### src/rtl/lba_pkg.sv
// ----------------------------------------------------------------------------
// Linked block allocator package
// Shared widths, command codes and the control/status bundles that pass
// between the allocator's controller and datapath.
// ----------------------------------------------------------------------------
package lba_pkg;

    localparam int BLK_W          = 10;
    localparam int LEN_W          = 11;
    localparam int CNT_OUT_W      = 11;
    localparam int NUM_BLOCKS_DEF = 1024;

    localparam logic CMD_ALLOC   = 1'b0;
    localparam logic CMD_RELEASE = 1'b1;

    // Commands from the controller to the datapath.
    typedef struct packed {
        logic clear;   // clearing pass: free one map entry
        logic load;    // capture a new request
        logic check;   // evaluate the request and issue the first read
        logic scan;    // allocate scan step
        logic walk;    // release walk step
        logic finish;  // commit counts and present the result
    } t_lba_cmd;

    // Status from the datapath to the controller.
    typedef struct packed {
        logic clr_last;
        logic is_release;
        logic alloc_bad;
        logic len_zero;
        logic head_bad;
        logic alloc_last;
        logic walk_last;
    } t_lba_stat;

endpackage

### src/rtl/lba_ctrl.sv
// ----------------------------------------------------------------------------
// Linked block allocator controller
// Sequences the clearing pass, request check, allocate scan and release walk.
// ----------------------------------------------------------------------------
module lba_ctrl
    import lba_pkg::*;
(
    input  logic      i_clk,
    input  logic      i_rst_n,
    input  logic      i_start,
    input  t_lba_stat i_stat,
    output t_lba_cmd  o_cmd,
    output logic      o_busy
);

    typedef enum logic [2:0] {
        S_CLEAR,
        S_IDLE,
        S_CHECK,
        S_SCAN,
        S_WALK
    } t_state;

    t_state r_state;
    t_state n_state;
    logic   r_busy;
    logic   n_busy;

    always_comb begin
        n_state = r_state;
        o_cmd   = '0;
        unique case (r_state)
            S_CLEAR: begin
                o_cmd.clear = 1'b1;
                if (i_stat.clr_last) begin
                    n_state = S_IDLE;
                end
            end
            S_IDLE: begin
                if (i_start) begin
                    o_cmd.load = 1'b1;
                    n_state    = S_CHECK;
                end
            end
            S_CHECK: begin
                o_cmd.check = 1'b1;
                if (i_stat.is_release) begin
                    if (i_stat.head_bad) begin
                        o_cmd.finish = 1'b1;
                        n_state      = S_IDLE;
                    end else begin
                        n_state = S_WALK;
                    end
                end else if (i_stat.alloc_bad || i_stat.len_zero) begin
                    o_cmd.finish = 1'b1;
                    n_state      = S_IDLE;
                end else begin
                    n_state = S_SCAN;
                end
            end
            S_SCAN: begin
                o_cmd.scan = 1'b1;
                if (i_stat.alloc_last) begin
                    o_cmd.finish = 1'b1;
                    n_state      = S_IDLE;
                end
            end
            S_WALK: begin
                o_cmd.walk = 1'b1;
                if (i_stat.walk_last) begin
                    o_cmd.finish = 1'b1;
                    n_state      = S_IDLE;
                end
            end
            default: begin
                n_state = S_IDLE;
            end
        endcase
        n_busy = (n_state != S_IDLE);
    end

    always_ff @(posedge i_clk) begin
        if (!i_rst_n) begin
            r_state <= S_CLEAR;
            r_busy  <= 1'b1;
        end else begin
            r_state <= n_state;
            r_busy  <= n_busy;
        end
    end

    assign o_busy = r_busy;

endmodule

### config.mk
export PLATFORM = sky130hd
export DESIGN_NAME = lba_ctrl
export DESIGN_NICKNAME = d
export VERILOG_FILES = /design/src/rtl/lba_pkg.sv /design/src/rtl/lba_ctrl.sv
export SDC_FILE = /design/constraint.sdc
export NUM_CORES = 1
export LEC_CHECK = 0
export ABC_AREA = 1
export BUFFER_PORTS_ARGS = -buffer_cell sky130_fd_sc_hd__buf_2
export CORE_AREA = 5 5 42 44
export CTS_BUF_LIST = sky130_fd_sc_hd__clkbuf_8
export DETAILED_ROUTE_END_ITERATION = 7
export DIE_AREA = 0 0 47 49
export HOLD_SLACK_MARGIN = 0.12
export SETUP_SLACK_MARGIN = 0.15
export SKIP_CTS_REPAIR_TIMING = 1
export SLEW_MARGIN = 20
export SYNTH_ARGS = -nofsm -noshare
export SYNTH_HDL_FRONTEND = slang
export SYNTH_SLANG_ARGS = --single-unit
### constraint.sdc
create_clock -name i_clk -period 2.6 [get_ports i_clk]
set_input_delay 0.52 -clock i_clk [delete_from_list [all_inputs] [get_ports i_clk]]
set_output_delay 0.52 -clock i_clk [all_outputs]
set_load 0.005 [all_outputs]
Word-level counts from Yosys, hierarchy flattened
Cells that the tools add are included.

operators by class
  equality and inequality tests = 5
  muxes and demuxes = 20
  reduce and logical (&&, ||, !) cells = 2

operators with widths
  cell                number
  $mux 3              6
  $pmux 3 s5          1
  $mux 1              11
  $eq 3x2->1 const B  2
  $eq 3x1->1 const B  1
  $eq 3x3->1 const B  1
  $logic_not 3->1     1
  $ne 3x1->1 const B  1
  $pmux 1 s3          1
  $mux 2              1
  $logic_or 1x1->1    1

word-level totals
  flip-flop bits (word level) = 4
  input port bits = 10
  logic and storage cells = 29

Longest topological paths before layout
Gate-level depths: netlist of run 1.

  depth in word-level cells = 5
  depth in mapped cells = 6

Worst setup path before layout of run 1
No wires, ideal clock.

  path type = input -> output
  start = in i_stat[5] (netlist name)
  end = out o_cmd[0] (netlist name)
  arrival time = 939 ps
  required time = 2080 ps
  setup slack = 1141 ps
  stages on the path = 5
  buffers on the path = 0
  path through = inv_1 > nor2_1 > nor2_2 > a22oi_1 > nand2_1

RTL lines
  what             RTL line        text
  start, declared  lba_ctrl.sv:11  input t_lba_stat i_stat,
  end, declared    lba_ctrl.sv:12  output t_lba_cmd o_cmd,

==> results of run 1 <==
==> cell usage in the layout (no fill, tap or decap), types with 2 or more instances in the layout <==
| master | instances |
|---|---|
| buf_2 | 16 |
| nor2_1 | 11 |
| inv_1 | 8 |
| nand2_1 | 7 |
| nand3_1 | 5 |
| dfxtp_1 | 4 |
| clkbuf_8 | 3 |
| a21oi_1 | 2 |
| o21ai_0 | 2 |
==> cells in the mapped netlist, drive strengths merged <==
| master | number | area, um^2 |
|---|---|---|
| a21oi | 2 | 10.0 |
| a22oi | 1 | 7.51 |
| dfxtp | 4 | 80.1 |
| inv | 9 | 33.8 |
| nand2 | 7 | 26.3 |
| nand3 | 5 | 25.0 |
| nand3b | 1 | 7.51 |
| nor2 | 12 | 47.6 |
| nor3 | 1 | 10.0 |
| o21ai | 2 | 10.0 |
==> critical path, stage by stage, from the launching register on <==
cell and delay (ps):
dfxtp_1 410, nand3b_1 200, nor2_2 50, a22oi_1 150, nand2_1 70, buf_2 120
==> registers in the layout, summed over array words and instances (netlist names) <==
signal,count
o_busy,1
r_state,3
==> cells by family (layout without fill, tap and decap cells) <==
family / after synthesis / after routing
AOI/OAI and AO/OA: 5 / 5
DFF: 4 / 4
buffers and inverters: 9 / 28
and+or+nand+nor: 26 / 26
==> power groups by stage <==
stage | clock [W] | sequential [W] | combinational [W]
final | 0.000127 | 0.0000699 | 0.0000346
after global routing | 0.000138 | 0.0000710 | 0.0000413
after CTS | 0.000131 | 0.0000700 | 0.0000355
after detailed placement | 0 | 0.0000708 | 0.0000354
after global placement | 0 | 0.0000710 | 0.0000350
after floorplan | 0 | 0.0000705 | 0.0000188
==> cell type report <==
cell class / instances / area [um^2]
fillers: 166 / 1000
multi-input cells: 31 / 144
flip-flops and latches: 4 / 80.1
repair buffers: 16 / 80.1
clock buffers: 3 / 41.3
inverters: 9 / 33.8
well taps: 16 / 20.0
==> worst max-delay path by stage <==
stage	startpoint	endpoint	slack [ps]	cells past startpoint
after floorplan	i_stat[5]	o_cmd[0]	1140	5
after global placement	i_stat[5]	o_cmd[0]	900	7
after detailed placement	i_stat[5]	o_cmd[0]	890	7
after CTS	r_state[0]	o_cmd[0]	860	5
after global routing	r_state[0]	o_cmd[0]	740	5
final	r_state[0]	o_cmd[0]	870	5
==> through the flow <==
stage	power (W)	setup WS (ps)	hold slack (ps)	util, %
final	0.000231	866	519	28.5
after global routing	0.000250	745	524	28.5
after CTS	0.000236	858	521	28.5
after detailed placement	0.000106	894	622	25.5
after global placement	0.000106	903	628	25.5
after floorplan	0.0000893	1140	582	-
==> metal layers <==
metal	up-vias	GRT usage, %
met5	-	0
met4	0	5.53
met3	2	2.58
met2	8	10.4
met1	132	7.68
li1	177	-
==> results.py, run 1 <==
metrics = {
    "run_status": {
        "status": "finished, final reports clean",
    },
    "worst_setup_path": {
        "reg2reg_from": "r_state[0]",
        "cp_data_arrival_time_ps": 1210,
        "cp.required_ps": 2080,
        "r2r_slack_ps": 1590,
        "crit_path_max_fanout": 6,
        "endpoint_kind": "primary output",
        "ff2ff_path_depth": 5,
        "crit-reg2reg-capture": "o_busy",
        "worstSetupStartpointType": "flop",
        "setup.worst_path.class": "flop to primary output",
    },
    "drt": {
        "wl_per_cell_um": 8.14,
        "top_layer_used": "met4",
        "remaining_drc_errors": 0,
        "wl_met3_um": 43,
        "firstDrtPassIters": 3,
        "wl_um": 643,
        "met2_length_um": 337,
        "met1_length_um": 247,
        "first_iter_violations": 6,
        "antenna_left": 0,
        "vias": 319,
        "routed_via_density": 4.04,
    },
    "clocking": {
        "clockRootBuffer": "clkbuf_8",
        "cts_sinks": 4,
        "path_clk_slew_ps": 30,
        "cts-htree-levels": 1,
        "clk_path_buf_depth": 2,
        "cts_buffers": 3,
        "clk_latency_ps": 210,
        "cts_tree": "done",
    },
    "timing": {
        "hold_viol": 0,
        "finalCriticalPeriod_ps": 1730,
        "worstMarginPinSlew_ps": 192,
        "fin_tns_setup_ps": 0,
        "min_period_over_period_pct": 66.7,
        "maxSlewViolCount": 0,
        "skew_ps": 0.125,
        "setup_viol": 0,
        "relSlewSlack_pct": 87.2,
        "fmax_mhz": 577,
        "rsz0062_at_grt": "false",
    },
    "global_route": {
        "grt_max_degree": 7,
        "grt_pass1_wl_um": 1160,
        "track_usage_pct": 7.04,
        "grt-ovfl-total": 0,
        "antenna_found_initial": 0,
        "grt_pass1_vias": 305,
    },
    "power": {
        "leakage_nw": 0.242,
        "irDropWorstVdd_uv": 146,
        "clkPwrFrac_pct": 54.8,
        "combPwrFrac_pct": 15.0,
        "powerDensity_nw_per_um2": 579,
        "p_sw_share_pct": 21.8,
        "seq_power_share_pct": 30.2,
        "p_switching_w": 0.0000503,
        "intPower_w": 0.000181,
    },
    "synthesis": {
        "synthesis.nets": 54,
        "ys_ff_latch": 4,
        "avgSynthCellArea_um2": 5.86,
        "synth_area_um2": 258,
        "ys_seq_area_share_pct": 31.1,
        "yosysWarnings": 0,
        "synth-simple-area-share_pct": 45.1,
        "synth_compound_area_share_pct": 10.7,
        "synth.distinct_cells": 12,
        "synthMuxAreaShare_pct": 0,
        "synth_top_family_by_area": "simple AND/OR/NAND/NOR gates",
        "synth_xor_area_share_pct": 0,
        "synthCells": 44,
        "synthAdderAreaFrac_pct": 0,
    },
    "final_layout": {
        "n_antenna_cell": 0,
        "drive_gt1_share_pct": 34.9,
        "stdcell_count": 79,
        "finalInstanceArea_um2": 399,
        "num-nets-final": 75,
        "area_growth_pct": 54.9,
    },
    "floorplanning": {
        "placeableCoreArea_um2": 1400,
        "die_y_um": 49,
        "row_count": 14,
        "die_area_um2": 2300,
        "ios": 17,
        "start_util_pct": 18.4,
        "die_w_um": 47,
    },
    "placed_design": {
        "place_area_um2": 358,
        "hpwl_um": 570,
        "place_inst": 76,
        "gp_congestion": 0.729,
        "port_buffers": 16,
    },
    "hold_path": {
        "min_from": "i_rst_n",
        "hold_class": "input pin to flop",
        "hold-path-endpoint": "o_busy",
        "hold_path_depth": 2,
    },
    "flow_run": {
        "maxCapViolCount": 0,
    },
}
No activity file was read; power rests on OpenSTA's default activity.
==> run 2, diff against run 1 <==
==> constraint.sdc (replaced) <==
create_clock -name i_clk -period 1.8 [get_ports i_clk]
set_input_delay 0.36 -clock i_clk [delete_from_list [all_inputs] [get_ports i_clk]]
set_output_delay 0.36 -clock i_clk [all_outputs]
set_load 0.005 [all_outputs]
==> run 2 against run 1 <==
  * Hold slack lost 160 ps
  * Clock skew is essentially flat
  * Die area is the same
  * Largest power group unchanged
  * Critical path type unchanged
  * Register-to-register slack lost 820 ps
  * Largest cell class unchanged
==> results.py, run 2 (same netlist as run 1, synthesis figures left out) <==
metrics = {
    "run_status": {
        "status": "finished, final reports clean",
    },
    "drt": {
        "antenna_left": 0,
        "remaining_drc_errors": 0,
        "wl_um": 648,
        "routed_via_density": 4.11,
        "first_iter_violations": 3,
        "vias": 325,
        "firstDrtPassIters": 2,
        "wl_per_cell_um": 8.20,
    },
    "timing": {
        "finalCriticalPeriod_ps": 1540,
        "relSlewSlack_pct": 87.3,
        "worst_hold_slack_ps": 360,
        "rsz0062_at_grt": "false",
        "hold_viol": 0,
        "min_period_over_period_pct": 85.5,
        "maxSlewViolCount": 0,
        "fmax_mhz": 650,
        "worstMarginPinSlew_ps": 188,
        "skew_ps": 0.156,
        "setup_slack_ps": 261,
        "setup_viol": 0,
        "fin_tns_setup_ps": 0,
    },
    "clocking": {
        "cts-htree-levels": 1,
        "cts_tree": "done",
        "clk_path_buf_depth": 2,
        "path_clk_slew_ps": 30,
        "clockRootBuffer": "clkbuf_8",
        "clk_latency_ps": 210,
        "cts_buffers": 3,
        "cts_sinks": 4,
    },
    "power": {
        "combPwrFrac_pct": 15.3,
        "powerDensity_nw_per_um2": 828,
        "leakage_nw": 0.242,
        "p_sw_share_pct": 21.8,
        "intPower_w": 0.000262,
        "clkPwrFrac_pct": 54.5,
        "irDropWorstVdd_uv": 245,
        "p_switching_w": 0.0000731,
        "seq_power_share_pct": 30.2,
    },
    "worst_setup_path": {
        "crit_chain": "inv_2 > nand3_1 > inv_1 > a22oi_2 > nand2_1 > buf_2",
        "crit_path_max_fanout": 6,
        "max_stage_delay_ps": 350,
        "cp_data_arrival_time_ps": 1180,
        "endpoint_kind": "primary output",
        "worstSetupStartpointType": "flop",
        "cp.required_ps": 1440,
        "crit_slowest_cell": "dfxtp_1",
        "setup.worst_path.class": "flop to primary output",
    },
    "final_layout": {
        "num-fill-cells": 158,
        "utilization_pct": 28.8,
        "n_antenna_cell": 0,
        "num-nets-final": 75,
        "largest_reg_flops": 3,
        "regMostFlops": "r_state",
        "final_common_cell": "buf_2",
        "area_growth_pct": 56.8,
        "seqCellArea_um2": 80.1,
        "final_cell_mix": "16 x buf_2, 11 x nor2_1, 8 x inv_1",
        "multi_input_area_um2": 149,
        "drive_gt1_share_pct": 36.5,
    },
    "global_route": {
        "met1_usage_pct": 6.14,
        "use_met3_pct": 1.85,
        "antenna_found_initial": 0,
        "grt-busiest-layer": "met2",
        "grt-ovfl-total": 0,
        "track_usage_pct": 6.62,
        "grt_use_met2_pct": 10.4,
        "grt_pass1_vias": 300,
        "grt_max_degree": 7,
        "grt_pass1_wl_um": 1070,
    },
    "placed_design": {
        "hpwl_um": 563,
        "port_buffers": 16,
        "place_ws_ps": 392,
        "gp_congestion": 0.787,
    },
    "flow_run": {
        "maxCapViolCount": 0,
    },
    "floorplanning": {
        "die_w_um": 47,
        "die_area_um2": 2300,
        "ios": 17,
        "start_util_pct": 18.4,
        "row_count": 14,
        "die_y_um": 49,
        "placeableCoreArea_um2": 1400,
    },
    "hold_path": {
        "hold_class": "input pin to flop",
    },
}
-- run 2: critical path, delay by kind of cell (launching register included) --
kind	cells	cell delay, ps
DFF	1	350
AOI/OAI and AO/OA	1	180
and+or+nand+nor	2	160
buffers and inverters	3	270
-- run 2: metal layers --
metal | share of wire [%] | wire length (um) | vias to the layer above
met1 | 37 | 241 | 140
met3 | 8.8 | 57 | 0
met5 | 0 | 0 | -
met4 | 0 | 0 | 0
met2 | 54 | 349 | 8
li1 | - | - | 177
-- run 2: path summary, 6_finish.rpt --
path,startpoint,to,cells after the start,slack [ps]
min reg2reg,r_state[2],r_state[2],4,620
max,r_state[2],o_cmd[0],6,260
min,i_rst_n,o_busy,2,360
max reg2reg,r_state[0],o_busy,5,770
-- run 2: power groups by stage --
stage          clock network [W]  registers [W]  logic [W]
2_1_floorplan                  0       0.000102  0.0000271
3_3_place_gp                   0       0.000103  0.0000506
3_5_place_dp                   0       0.000102  0.0000511
4_1_cts                 0.000190       0.000101  0.0000513
5_1_grt                 0.000198       0.000102  0.0000606
6_report                0.000182       0.000101  0.0000511
-- run 2: layout make-up --
class,instances,area share (%)
multi-input combinational,31,36.8
inverter,9,8.36
timing repair buffer,16,19.8
tap,16,4.95
sequential,4,19.8
clock buffer,3,10.2
-- run 2: metrics by stage --
| stage | area [um^2] | power (W) | cells |
|---|---|---|---|
| 2_1_floorplan | 258 | 0.000129 | 44 |
| 3_3_place_gp | 358 | 0.000153 | 76 |
| 3_5_place_dp | 358 | 0.000153 | 76 |
| 4_1_cts | 399 | 0.000342 | 79 |
| 5_1_grt | 404 | 0.000360 | 79 |
| 6_report | 404 | 0.000335 | 79 |
